## config.mk

```make
export PLATFORM = sky130hd
export DESIGN_NAME = led_surge_pattern_sequencer_unit
export DESIGN_NICKNAME = d
export VERILOG_FILES = /design/src/sv/lsps_pkg.sv /design/src/sv/led_surge_pattern_sequencer_unit.sv /design/src/sv/lsps_pixel.sv
export VERILOG_INCLUDE_DIRS = /design/src /design/src/sv
export SDC_FILE = /design/constraint.sdc
export NUM_CORES = 1
export LEC_CHECK = 0
export BUFFER_PORTS_ARGS = -buffer_cell sky130_fd_sc_hd__buf_2
export CAP_MARGIN = 20
export CORE_ASPECT_RATIO = 2
export CORE_MARGIN = 1.5
export CORE_UTILIZATION = 45
export CTS_BUF_LIST = sky130_fd_sc_hd__clkbuf_16
export CTS_CLUSTER_SIZE = 40
export DETAILED_ROUTE_END_ITERATION = 7
export PLACE_DENSITY = 0.73
export SLEW_MARGIN = 20
export SYNTH_ARGS = -nofsm -noshare
export SYNTH_HDL_FRONTEND = slang
export SYNTH_SLANG_ARGS = --single-unit
```

## constraint.sdc

```tcl
create_clock -name i_clk -period 3.9 [get_ports i_clk]
set_clock_uncertainty 0.05 [all_clocks]
set_input_delay 0.78 -clock i_clk [delete_from_list [all_inputs] [get_ports i_clk]]
set_output_delay 0.78 -clock i_clk [all_outputs]
set_load 0.05 [all_outputs]
```

## src/sv/led_surge_pattern_sequencer_unit_macros.svh

```systemverilog
// assertion macros for the led surge pattern sequencer
// used by the top level; needs nothing else
`ifndef LED_SURGE_PATTERN_SEQUENCER_UNIT_MACROS_SVH
`define LED_SURGE_PATTERN_SEQUENCER_UNIT_MACROS_SVH

// same-cycle implication, off while reset is asserted
`define LSPS_ASSERT_NOW(label, clk, rst_n, ante, cons, msg) \
    label: assert property (@(posedge clk) disable iff (!(rst_n)) (ante) |-> (cons)) \
        else $error(msg);

// next-cycle implication, off while reset is asserted
`define LSPS_ASSERT_NEXT(label, clk, rst_n, ante, cons, msg) \
    label: assert property (@(posedge clk) disable iff (!(rst_n)) (ante) |=> (cons)) \
        else $error(msg);

`endif

```

## src/sv/lsps_pkg.sv

```systemverilog
// shared types, constants and color table of the led surge pattern sequencer
// no dependencies
`timescale 1ns / 1ps

package lsps_pkg;

    localparam int SURGE_LENGTH_DEF = 100;
    localparam int GAP_LENGTH_DEF   = 20;
    localparam int REST_LENGTH_DEF  = 60;

    localparam int PEAK_LEVEL = 64;
    localparam int LEVEL_W    = 7;
    localparam int PATTERN_W  = 4;

    localparam logic [PATTERN_W-1:0] PATTERN_DARK  = 4'd0;
    localparam logic [PATTERN_W-1:0] PATTERN_RESET = 4'd1;
    localparam logic [PATTERN_W-1:0] PATTERN_MAX   = 4'd9;

    localparam logic OP_TICK    = 1'b0;
    localparam logic OP_REQUEST = 1'b1;

    typedef enum logic [2:0] {
        HUE_NONE   = 3'd0,
        HUE_BLUE   = 3'd1,
        HUE_RED    = 3'd2,
        HUE_GREEN  = 3'd3,
        HUE_YELLOW = 3'd4,
        HUE_WHITE  = 3'd5
    } t_hue;

    typedef struct packed {
        logic                 operation;
        logic [PATTERN_W-1:0] pattern_request;
    } t_in;

    typedef struct packed {
        logic [LEVEL_W-1:0]   green_level;
        logic [LEVEL_W-1:0]   red_level;
        logic [LEVEL_W-1:0]   blue_level;
        logic [PATTERN_W-1:0] active_pattern;
    } t_out;

    // color of one surge of a pattern
    function automatic t_hue hue_of(input logic [PATTERN_W-1:0] pattern,
                                    input logic second);
        t_hue hue;
        case (pattern)
            4'd1:    hue = HUE_BLUE;
            4'd2:    hue = HUE_RED;
            4'd3:    hue = HUE_GREEN;
            4'd4:    hue = HUE_YELLOW;
            4'd5:    hue = HUE_WHITE;
            4'd6:    hue = second ? HUE_RED    : HUE_BLUE;
            4'd7:    hue = second ? HUE_GREEN  : HUE_BLUE;
            4'd8:    hue = second ? HUE_YELLOW : HUE_BLUE;
            4'd9:    hue = second ? HUE_WHITE  : HUE_BLUE;
            default: hue = HUE_NONE;
        endcase
        return hue;
    endfunction

endpackage

```

## src/sv/led_surge_pattern_sequencer_unit.sv

```systemverilog
// top level of the led surge pattern sequencer: pattern state, phase counter, result register
// depends on lsps_pkg, lsps_pixel and the assertion macro header
`timescale 1ns / 1ps
`include "led_surge_pattern_sequencer_unit_macros.svh"

// One transfer per clock in, one per clock out, unless stalled. A pattern request (0..9, others
// ignored) only updates the pending pattern and gives no result. A tick applies a pending change,
// resetting the phase, and yields one GRB pixel in the result register on the next cycle; a new
// item is taken every cycle while that register is empty or being drained, so the rate is set by
// the single result register alone. The phase runs over 2*SURGE_LENGTH+GAP_LENGTH+REST_LENGTH
// ticks; pattern 0 is dark and holds the phase at 0. No clearing pass after reset.
module led_surge_pattern_sequencer_unit
    import lsps_pkg::*;
#(
    parameter int SURGE_LENGTH = SURGE_LENGTH_DEF,
    parameter int GAP_LENGTH   = GAP_LENGTH_DEF,
    parameter int REST_LENGTH  = REST_LENGTH_DEF
) (
    input  logic i_clk,
    input  logic i_rst_n,
    input  logic i_in_valid,
    output logic o_in_ready,
    input  t_in  i_in_data,
    output logic o_out_valid,
    input  logic i_out_ready,
    output t_out o_out_data
);

    localparam int CYCLE   = 2 * SURGE_LENGTH + GAP_LENGTH + REST_LENGTH;
    localparam int PHASE_W = $clog2(CYCLE);

    logic [PATTERN_W-1:0] r_active;
    logic [PATTERN_W-1:0] n_active;
    logic [PATTERN_W-1:0] r_pending;
    logic [PATTERN_W-1:0] n_pending;
    logic [PHASE_W-1:0]   r_phase;
    logic [PHASE_W-1:0]   n_phase;
    logic                 r_out_valid;
    logic                 n_out_valid;
    t_out                 r_out;
    t_out                 n_out;

    logic                 w_accept;
    logic                 w_tick;
    logic [PHASE_W-1:0]   w_cur_phase;
    logic [PHASE_W:0]     w_phase_inc;
    t_out                 w_pixel;

    assign o_in_ready = !r_out_valid || i_out_ready;
    assign w_accept   = i_in_valid && o_in_ready;
    assign w_tick     = w_accept && (i_in_data.operation == OP_TICK);

    // phase seen by this tick, after a pending change takes effect
    assign w_cur_phase = (r_active != r_pending) ? '0 : r_phase;
    assign w_phase_inc = {1'b0, w_cur_phase} + (PHASE_W + 1)'(1);

    lsps_pixel #(
        .SURGE_LENGTH (SURGE_LENGTH),
        .GAP_LENGTH   (GAP_LENGTH),
        .REST_LENGTH  (REST_LENGTH),
        .PHASE_W      (PHASE_W)
    ) u_pixel (
        .i_pattern (r_pending),
        .i_phase   (w_cur_phase),
        .o_pixel   (w_pixel)
    );

    always_comb begin
        n_active    = r_active;
        n_pending   = r_pending;
        n_phase     = r_phase;
        n_out       = r_out;
        n_out_valid = r_out_valid && !i_out_ready;
        if (w_accept && (i_in_data.operation == OP_REQUEST)) begin
            if (i_in_data.pattern_request <= PATTERN_MAX) begin
                n_pending = i_in_data.pattern_request;
            end
        end
        if (w_tick) begin
            n_active    = r_pending;
            n_out       = w_pixel;
            n_out_valid = 1'b1;
            if (r_pending == PATTERN_DARK) begin
                n_phase = '0;
            end else if (w_phase_inc >= (PHASE_W + 1)'(CYCLE)) begin
                n_phase = '0;
            end else begin
                n_phase = w_phase_inc[PHASE_W-1:0];
            end
        end
    end

    always_ff @(posedge i_clk) begin
        if (!i_rst_n) begin
            r_active    <= PATTERN_RESET;
            r_pending   <= PATTERN_RESET;
            r_phase     <= '0;
            r_out_valid <= 1'b0;
        end else begin
            r_active    <= n_active;
            r_pending   <= n_pending;
            r_phase     <= n_phase;
            r_out_valid <= n_out_valid;
        end
    end

    always_ff @(posedge i_clk) begin
        r_out <= n_out;
    end

    assign o_out_valid = r_out_valid;
    assign o_out_data  = r_out;

    `LSPS_ASSERT_NOW(a_dark_phase, i_clk, i_rst_n, r_active == PATTERN_DARK, r_phase == '0, "dark pattern with running phase")
    `LSPS_ASSERT_NOW(a_phase_range, i_clk, i_rst_n, 1'b1, {1'b0, r_phase} < (PHASE_W + 1)'(CYCLE), "phase out of range")
    `LSPS_ASSERT_NEXT(a_tick_result, i_clk, i_rst_n, w_tick, r_out_valid && (r_out.active_pattern == r_active), "tick gave no result")
    `LSPS_ASSERT_NEXT(a_request_silent, i_clk, i_rst_n, w_accept && (i_in_data.operation == OP_REQUEST) && !r_out_valid, !r_out_valid, "request gave a result")
    `LSPS_ASSERT_NOW(a_dark_pixel, i_clk, i_rst_n, r_out_valid && (r_out.active_pattern == PATTERN_DARK), (r_out.green_level == '0) && (r_out.red_level == '0) && (r_out.blue_level == '0), "dark pattern lit")

endmodule

```

## src/sv/lsps_pixel.sv

```systemverilog
// pixel color for one pattern and phase: timeline decode, ramp table, color mix
// depends on lsps_pkg
`timescale 1ns / 1ps

module lsps_pixel
    import lsps_pkg::*;
#(
    parameter int SURGE_LENGTH = SURGE_LENGTH_DEF,
    parameter int GAP_LENGTH   = GAP_LENGTH_DEF,
    parameter int REST_LENGTH  = REST_LENGTH_DEF,
    parameter int PHASE_W      = $clog2(2 * SURGE_LENGTH + GAP_LENGTH + REST_LENGTH)
) (
    input  logic [PATTERN_W-1:0] i_pattern,
    input  logic [PHASE_W-1:0]   i_phase,
    output t_out                 o_pixel
);

    localparam int HALF   = SURGE_LENGTH / 2;
    localparam int S_W    = $clog2(SURGE_LENGTH);
    localparam int CMP_W  = PHASE_W + 1;
    localparam int SECOND = SURGE_LENGTH + GAP_LENGTH;
    localparam int END2   = SECOND + SURGE_LENGTH;

    logic [LEVEL_W-1:0] w_ramp [SURGE_LENGTH];

    // triangle ramp, worked out at elaboration
    for (genvar k = 0; k < SURGE_LENGTH; k++) begin : g_ramp
        localparam int RAW = (k < HALF) ? (k * PEAK_LEVEL) / HALF
                                        : ((SURGE_LENGTH - k) * PEAK_LEVEL) / HALF;
        localparam int LVL = (RAW > PEAK_LEVEL) ? PEAK_LEVEL : RAW;
        assign w_ramp[k] = LEVEL_W'(LVL);
    end

    logic [CMP_W-1:0]   w_p;
    logic [CMP_W-1:0]   w_p1;
    logic               w_in0;
    logic               w_in1;
    logic [S_W-1:0]     w_s;
    logic [LEVEL_W-1:0] w_lvl;
    logic [LEVEL_W-1:0] w_half_lvl;
    t_hue               w_hue;

    assign w_p   = {1'b0, i_phase};
    assign w_p1  = w_p - CMP_W'(SECOND);
    assign w_in0 = (w_p < CMP_W'(SURGE_LENGTH));
    assign w_in1 = (w_p >= CMP_W'(SECOND)) && (w_p < CMP_W'(END2));

    always_comb begin
        w_s = w_in0 ? w_p[S_W-1:0] : w_p1[S_W-1:0];
        w_lvl = w_ramp[w_s];
        w_half_lvl = {1'b0, w_lvl[LEVEL_W-1:1]};
        w_hue = (w_in0 || w_in1) ? hue_of(i_pattern, w_in1) : HUE_NONE;

        o_pixel = '0;
        o_pixel.active_pattern = i_pattern;
        case (w_hue)
            HUE_BLUE:   o_pixel.blue_level = w_lvl;
            HUE_RED:    o_pixel.red_level  = w_lvl;
            HUE_GREEN:  o_pixel.green_level = w_lvl;
            HUE_YELLOW: begin
                o_pixel.green_level = w_lvl;
                o_pixel.red_level   = w_lvl;
            end
            HUE_WHITE: begin
                o_pixel.green_level = w_half_lvl;
                o_pixel.red_level   = w_half_lvl;
                o_pixel.blue_level  = w_half_lvl;
            end
            default: o_pixel.active_pattern = i_pattern;
        endcase
    end

endmodule
```

# Word-level counts from Yosys, hierarchy flattened
# Memory sizes are Yosys's and may differ from the RTL's.
# Cells that the tools add are included.
dict set report op_classes {
  n_eq_ne 15
  n_bitwise 2
  mux 16
  n_addsub 2
  n_reduce_logical 13
  magnitude_cmp 6
}
# cell n
set ops {}
lappend ops {{one-hot mux 7 bit (2 select lines)} 3}
lappend ops {{two-way mux 9 bit} 3}
lappend ops {{one-hot mux 3 bit (9 select lines)} 1}
lappend ops {{two-way mux 7 bit} 3}
lappend ops {{equality test 4 x 3 -> 1 bit (second input constant)} 4}
lappend ops {{adder 9 x 1 -> 10 bit (second input constant)} 1}
lappend ops {{>= comparator 10 x 9 -> 1 bit (second input constant)} 1}
lappend ops {{>= comparator 9 x 7 -> 1 bit (second input constant)} 1}
lappend ops {{less-than comparator 9 x 7 -> 1 bit (second input constant)} 1}
lappend ops {{less-than comparator 9 x 8 -> 1 bit (second input constant)} 1}
lappend ops {{two-way mux 3 bit} 3}
lappend ops {{equality test 4 x 2 -> 1 bit (second input constant)} 2}
lappend ops {{equality test 4 bit (second input constant)} 2}
lappend ops {{>= comparator 8 bit (second input constant)} 1}
lappend ops {{NOT 7 -> 8 bit} 1}
lappend ops {{subtractor 7 bit (second input constant)} 1}
lappend ops {{equality test 3 x 2 -> 1 bit (second input constant)} 2}
lappend ops {{equality test 3 bit (second input constant)} 2}
lappend ops {{logical AND 1 bit} 5}
lappend ops {{equality test 4 x 1 -> 1 bit (second input constant)} 1}
lappend ops {{<= comparator 4 bit (second input constant)} 1}
lappend ops {{logical NOT 4 bit} 1}
lappend ops {{two-way mux 2 bit} 2}
lappend ops {{!= test 4 bit} 1}
lappend ops {{other kinds (7)} 10}
dict set report word_totals {
  elab_cells 63
  rom_bits 896
  regBits 43
  mem_count 1
  out_inout_bits 27
}
# name words word_bits read_ports rd_ports_with_merged_regs wr line_no
set mem_list {}
lappend mem_list {{(name not given)} 128 7 1 0 0 lsps_pixel.sv:50} ;# w_lvl = w_ramp[w_s];

# Longest topological paths before layout
dict set report depth {
  word_depth 10
  depth_mapped 19
  mapped_depth_nobuf 13
}

# By module
# Synthesis repeated with hierarchy kept, for this count alone.
dict set report unflattened {
  cells_unflattened 405
  hier_area_um2 3699.8
}
# mod seq_area_each_um2 instances area_per_inst_um2 cells_each
set by_module_without_submodules {}
lappend by_module_without_submodules {led_surge_pattern_sequencer_unit 1111.1 1 1866.8 148}
lappend by_module_without_submodules {lsps_pixel 0.0 1 1833.0 257}

# Worst setup path before layout
# OpenSTA, ideal clock, no wires.
dict set report synth_timing {
  path_kind {register to register}
  from {register r_pending[0]}
  to {register r_out, in the netlist o_out_data[4], data pin}
  required_ns 3.580
  path_slack_ns -0.182
  t_arrival_ns 3.763
  path_buffers 5
  path_stages_with_launch 19
  cell_sequence {dfxtp_1 buf_2 xnor2_1 and4_1 clkbuf_1 buf_2 clkbuf_1 and2_1 inv_1 ha_1 a21bo_1 buf_2 a31o_2 nor2_1 mux2_1 and3_1 o311a_1 a221oi_2 o2bb2ai_1}
}
# element line_no
set synth_rtl {}
lappend synth_rtl {{start: declaration} led_surge_pattern_sequencer_unit.sv:34} ;# logic [PATTERN_W-1:0] r_pending;
lappend synth_rtl {{start signal: assignment} led_surge_pattern_sequencer_unit.sv:101} ;# r_pending <= n_pending;
lappend synth_rtl {{end signal: assignment} led_surge_pattern_sequencer_unit.sv:108} ;# r_out <= n_out;
lappend synth_rtl {{end: declaration} led_surge_pattern_sequencer_unit.sv:40} ;# t_out r_out;

# Final worst setup path
dict set report layout_timing {
  from {register r_pending[0]}
  to {register r_phase[4]}
}
dict set report layout_between {
  elab_chain_len 6
}
# element line_no
set layout_rtl {}
lappend layout_rtl {{!= test 4 bit} led_surge_pattern_sequencer_unit.sv:54} ;# assign w_cur_phase = (r_active != r_pending) ? '0 : r_phase;
lappend layout_rtl {{two-way mux 9 bit} led_surge_pattern_sequencer_unit.sv:54}
lappend layout_rtl {{adder 9 x 1 -> 10 bit} led_surge_pattern_sequencer_unit.sv:55} ;# assign w_phase_inc = {1'b0, w_cur_phase} + (PHASE_W + 1)'(1);
lappend layout_rtl {{>= comparator 10 x 9 -> 1 bit} led_surge_pattern_sequencer_unit.sv:85} ;# end else if (w_phase_inc >= (PHASE_W + 1)'(CYCLE)) begin
lappend layout_rtl {{two-way mux 9 bit} led_surge_pattern_sequencer_unit.sv:85}
lappend layout_rtl {{two-way mux 9 bit *} led_surge_pattern_sequencer_unit.sv:83} ;# if (r_pending == PATTERN_DARK) begin
lappend layout_rtl {{end signal: assignment} led_surge_pattern_sequencer_unit.sv:102} ;# r_phase <= n_phase;
lappend layout_rtl {{end: declaration} led_surge_pattern_sequencer_unit.sv:36} ;# logic [PHASE_W-1:0] r_phase;
# Mark *: on every way between the ends. The rest lies on a longest branch, timed or not.
# A chain may end at the register's enable or synchronous reset.

==> impl_metrics.toml <==
[outcome]
outcome = "completed"

[route]
wl_per_cell_um = 21.2
first_pass_iters = 5
drc = 0
drt-initial-drc-count = 368
vias_per_cell = 6.67
wl_um = 11400
drtAntennaViolNets = 0
vias = 3591

[setup_path]
reg2reg_slack_ns = 0.15
cp_slowest_cell = "o41ai_2"
crit_path_max_fanout = 21
worst_ep_required_time_ns = 4.07
start_kind = "flip-flop"
max_stage_delay_ns = 0.38
crit_chain = "xnor2_1, and4_2, buf_4, nand2_1, inv_1, ha_1, nand3_1, xnor2_1, o41ai_2, o311ai_1, or2_1, or3_1, o211ai_1"
crit_family = "simple AND/OR/NAND/NOR gates"
worstSetupPathType = "flip-flop to flip-flop"
r2r_cells = 13
crit_top_cell = "xnor2_1"
critPathCaptureType = "flip-flop"
r2r_start = "r_pending[0]$_SDFFE_PN1P_"
critPathBufInv = 2
path_depth = 13
cp.arrival_ns = 3.92
r2r_end = "r_phase[4]$_SDFFE_PN0P_"

[power_and_ir_drop]
p_leak_nw = 1.52
irDropWorstVdd_mv = 0.162
power_density_nw_per_um2 = 288
power_mw = 1.14

[synth]
ys_warn_count = 0
synthCells = 416
synth_seq_cells = 43
synth_edf_count = 25
ys.flop_type = "edfxtp_1"
syn_nets = 439
ys_seq_area_share_pct = 31.9
synth_area_um2 = 3480
avgSynthCellArea_um2 = 8.37
yosysUniqueCellTypes = 79
async_flop_share_pct = 0

[finish]
multiInputGateArea_um2 = 2200
diodes = 0
n_fill_cell = 741
area_growth_pct = 14.0
drive_above_1_share_pct = 20.0
fin_nets = 466
seq_area_um2 = 1110

[job]
drv_cap = 0

[timing]
final.period_utilization_pct = 96.1
whs_ns = 0.444
hold_viol_final = 0
setup_viol = 0
worst_slack_ns = 0.151
max_slew_margin_pct = 52.2
grt_setup_unrepaired = "yes"
tightestPinTransition_ns = 0.706
fin_crit_ns = 3.75
fmax_mhz = 267
drv_slew = 0

[floorplanning]
ios = 36
fp.dieArea_um2 = 8310
chipWidth_um = 65.2
core_area_um2 = 7540
initial_core_util_pct = 46.2
rows = 45
chipHeight_um = 127

[clocking]
clock_path_buffers = 2
cts_buffers = 5
htreeDepth = 2
cts_tree = "yes"
ctsRootBufferMaster = "clkbuf_16"
clk_latency_ns = 0.29
cts_sinks = 43
clk_pin_slew_ns = 0.06

[placement]
port_buffers = 35
gp_congestion = 0.989
place_hpwl_um = 8400
place_ws_ns = 0.111

[global_route]
track_usage_pct = 27.8
grt_max_degree = 29
gr-total-overflow = 0
grt_pass1_vias = 3461
antenna_found_initial = 0
grt_pass1_wl_um = 17600

[min_path]
whs_path_depth = 2
hold_start = "r_active[3]$_SDFFE_PN0P_"
whs_endpoint = "r_active[3]$_SDFFE_PN0P_"
hp-class = "flip-flop to flip-flop"
-- synth_stat cells (3+ instances only) --
cell type | count | area, um2
edfxtp_1 | 25 | 751
nand4_1 | 7 | 43.8
o22ai_1 | 18 | 113
or2_2 | 4 | 25.0
o21a_1 | 3 | 22.5
nor4_1 | 3 | 18.8
o21ai_0 | 20 | 100
a21boi_0 | 7 | 52.6
o211ai_1 | 8 | 60.1
o41ai_1 | 3 | 26.3
nor3_1 | 6 | 30.0
o2bb2ai_1 | 5 | 43.8
and2_1 | 5 | 31.3
buf_2 | 16 | 80.1
and3_1 | 5 | 31.3
a211oi_1 | 7 | 52.6
a21o_1 | 6 | 45.0
or3_1 | 5 | 31.3
a211o_1 | 3 | 26.3
ha_1 | 14 | 175
a31oi_1 | 5 | 31.3
inv_1 | 12 | 45.0
clkbuf_1 | 18 | 67.6
dfxtp_1 | 18 | 360
o311ai_0 | 3 | 26.3
a21oi_1 | 21 | 105
nand2_1 | 43 | 161
xnor2_1 | 9 | 78.8
nand3_1 | 13 | 65.1
nor2_1 | 21 | 78.8
nand2b_1 | 6 | 37.5
o21ai_1 | 3 | 15.0
mux2i_1 | 7 | 70.1
nor2b_1 | 6 | 37.5
xor2_1 | 3 | 26.3
-- cell usage in the layout (no fill, tap or decap), types with 8 or more instances in the layout --
cell type	instances
buf_2	35
o21ai_0	19
dfxtp_1	18
a21oi_1	20
edfxtp_1	25
o22ai_1	18
ha_1	14
xnor2_1	9
inv_1	12
o211ai_1	8
buf_4	23
nand2_1	43
nor2_1	20
nand3_1	13
-- tightest hold or removal path, cell delays in order, from the launching register on --
cell and delay (ns):
dfxtp_1 0.32, nand2_1 0.05, a21boi_0 0.07
-- logic make-up after synthesis --
logic type                 after synthesis  share of synthesized area [%]
AOI/OAI and AO/OA                      148                           30.6
and+or+nand+nor                        140                           20.4
buffers and inverters                   50                           6.50
DFF                                     43                           31.9
adders and majority gates               15                           5.32
xor gates and xnor gates                12                           3.02
muxes                                    8                           2.33
-- worst max-delay path by stage --
| stage | slack (ns) | start | to |
|---|---|---|---|
| after floorplan | 0.008 | r_pending[0]$_SDFFE_PN1P_ | o_out_data[4]$_DFFE_PP_ |
| after global placement | 0.21 | r_active[3]$_SDFFE_PN0P_ | o_out_data[7]$_DFFE_PP_ |
| after detailed placement | 0.11 | r_pending[0]$_SDFFE_PN1P_ | o_out_data[7]$_DFFE_PP_ |
| after CTS | 0.11 | r_pending[0]$_SDFFE_PN1P_ | r_phase[4]$_SDFFE_PN0P_ |
| after global routing | -0.06 | r_pending[0]$_SDFFE_PN1P_ | r_phase[4]$_SDFFE_PN0P_ |
| final | 0.15 | r_pending[0]$_SDFFE_PN1P_ | r_phase[4]$_SDFFE_PN0P_ |
-- metrics by stage --
stage	TNS, ns	util (%)	instance area [um2]	instances
after detailed placement	0	49.9	3770	530
after global placement	0	49.9	3770	530
after floorplan	0	-	3490	416
final	0	52.6	3970	538
after global routing	-0.0579	52.6	3970	538
after CTS	0	51.9	3920	538
-- what timing repair did --
action	in CTS	in global routing
resized for setup	0	11
setup buffers	0	0
hold buffers	0	0
endpoints found under the setup margin	0	19
-- where the power goes --
group / total, mW / internal, mW / switching (mW)
clock: 0.435 / 0.244 / 0.191
sequential: 0.499 / 0.494 / 0.00507
combinational: 0.210 / 0.0586 / 0.151
total: 1.14 / 0.796 / 0.347
-- final cells by class --
class / count / share of cell area (%)
inverter: 12 / 1.13
clock inverter: 3 / 0.662
tap: 94 / 2.96
sequential: 43 / 28.0
multi-input combinational: 323 / 55.4
clock buffer: 5 / 3.15
timing repair buffer: 58 / 8.76
-- state kept, by name (all words and copies together), names as in the netlist --
signal	count
r_pending	4
o_out_data	25
o_out_valid	1
r_phase	9
r_active	4
-- metal layers --
| layer | wire (um) | part of all wire, % | global-route usage (%) |
|---|---|---|---|
| met1 | 3820 | 34 | 26.5 |
| met2 | 6030 | 53 | 51.3 |
| met3 | 552 | 4.8 | 2.64 |
| met4 | 1010 | 8.8 | 22.9 |
| met5 | 0 | 0 | 0 |
(Power assumes the default switching activity.)
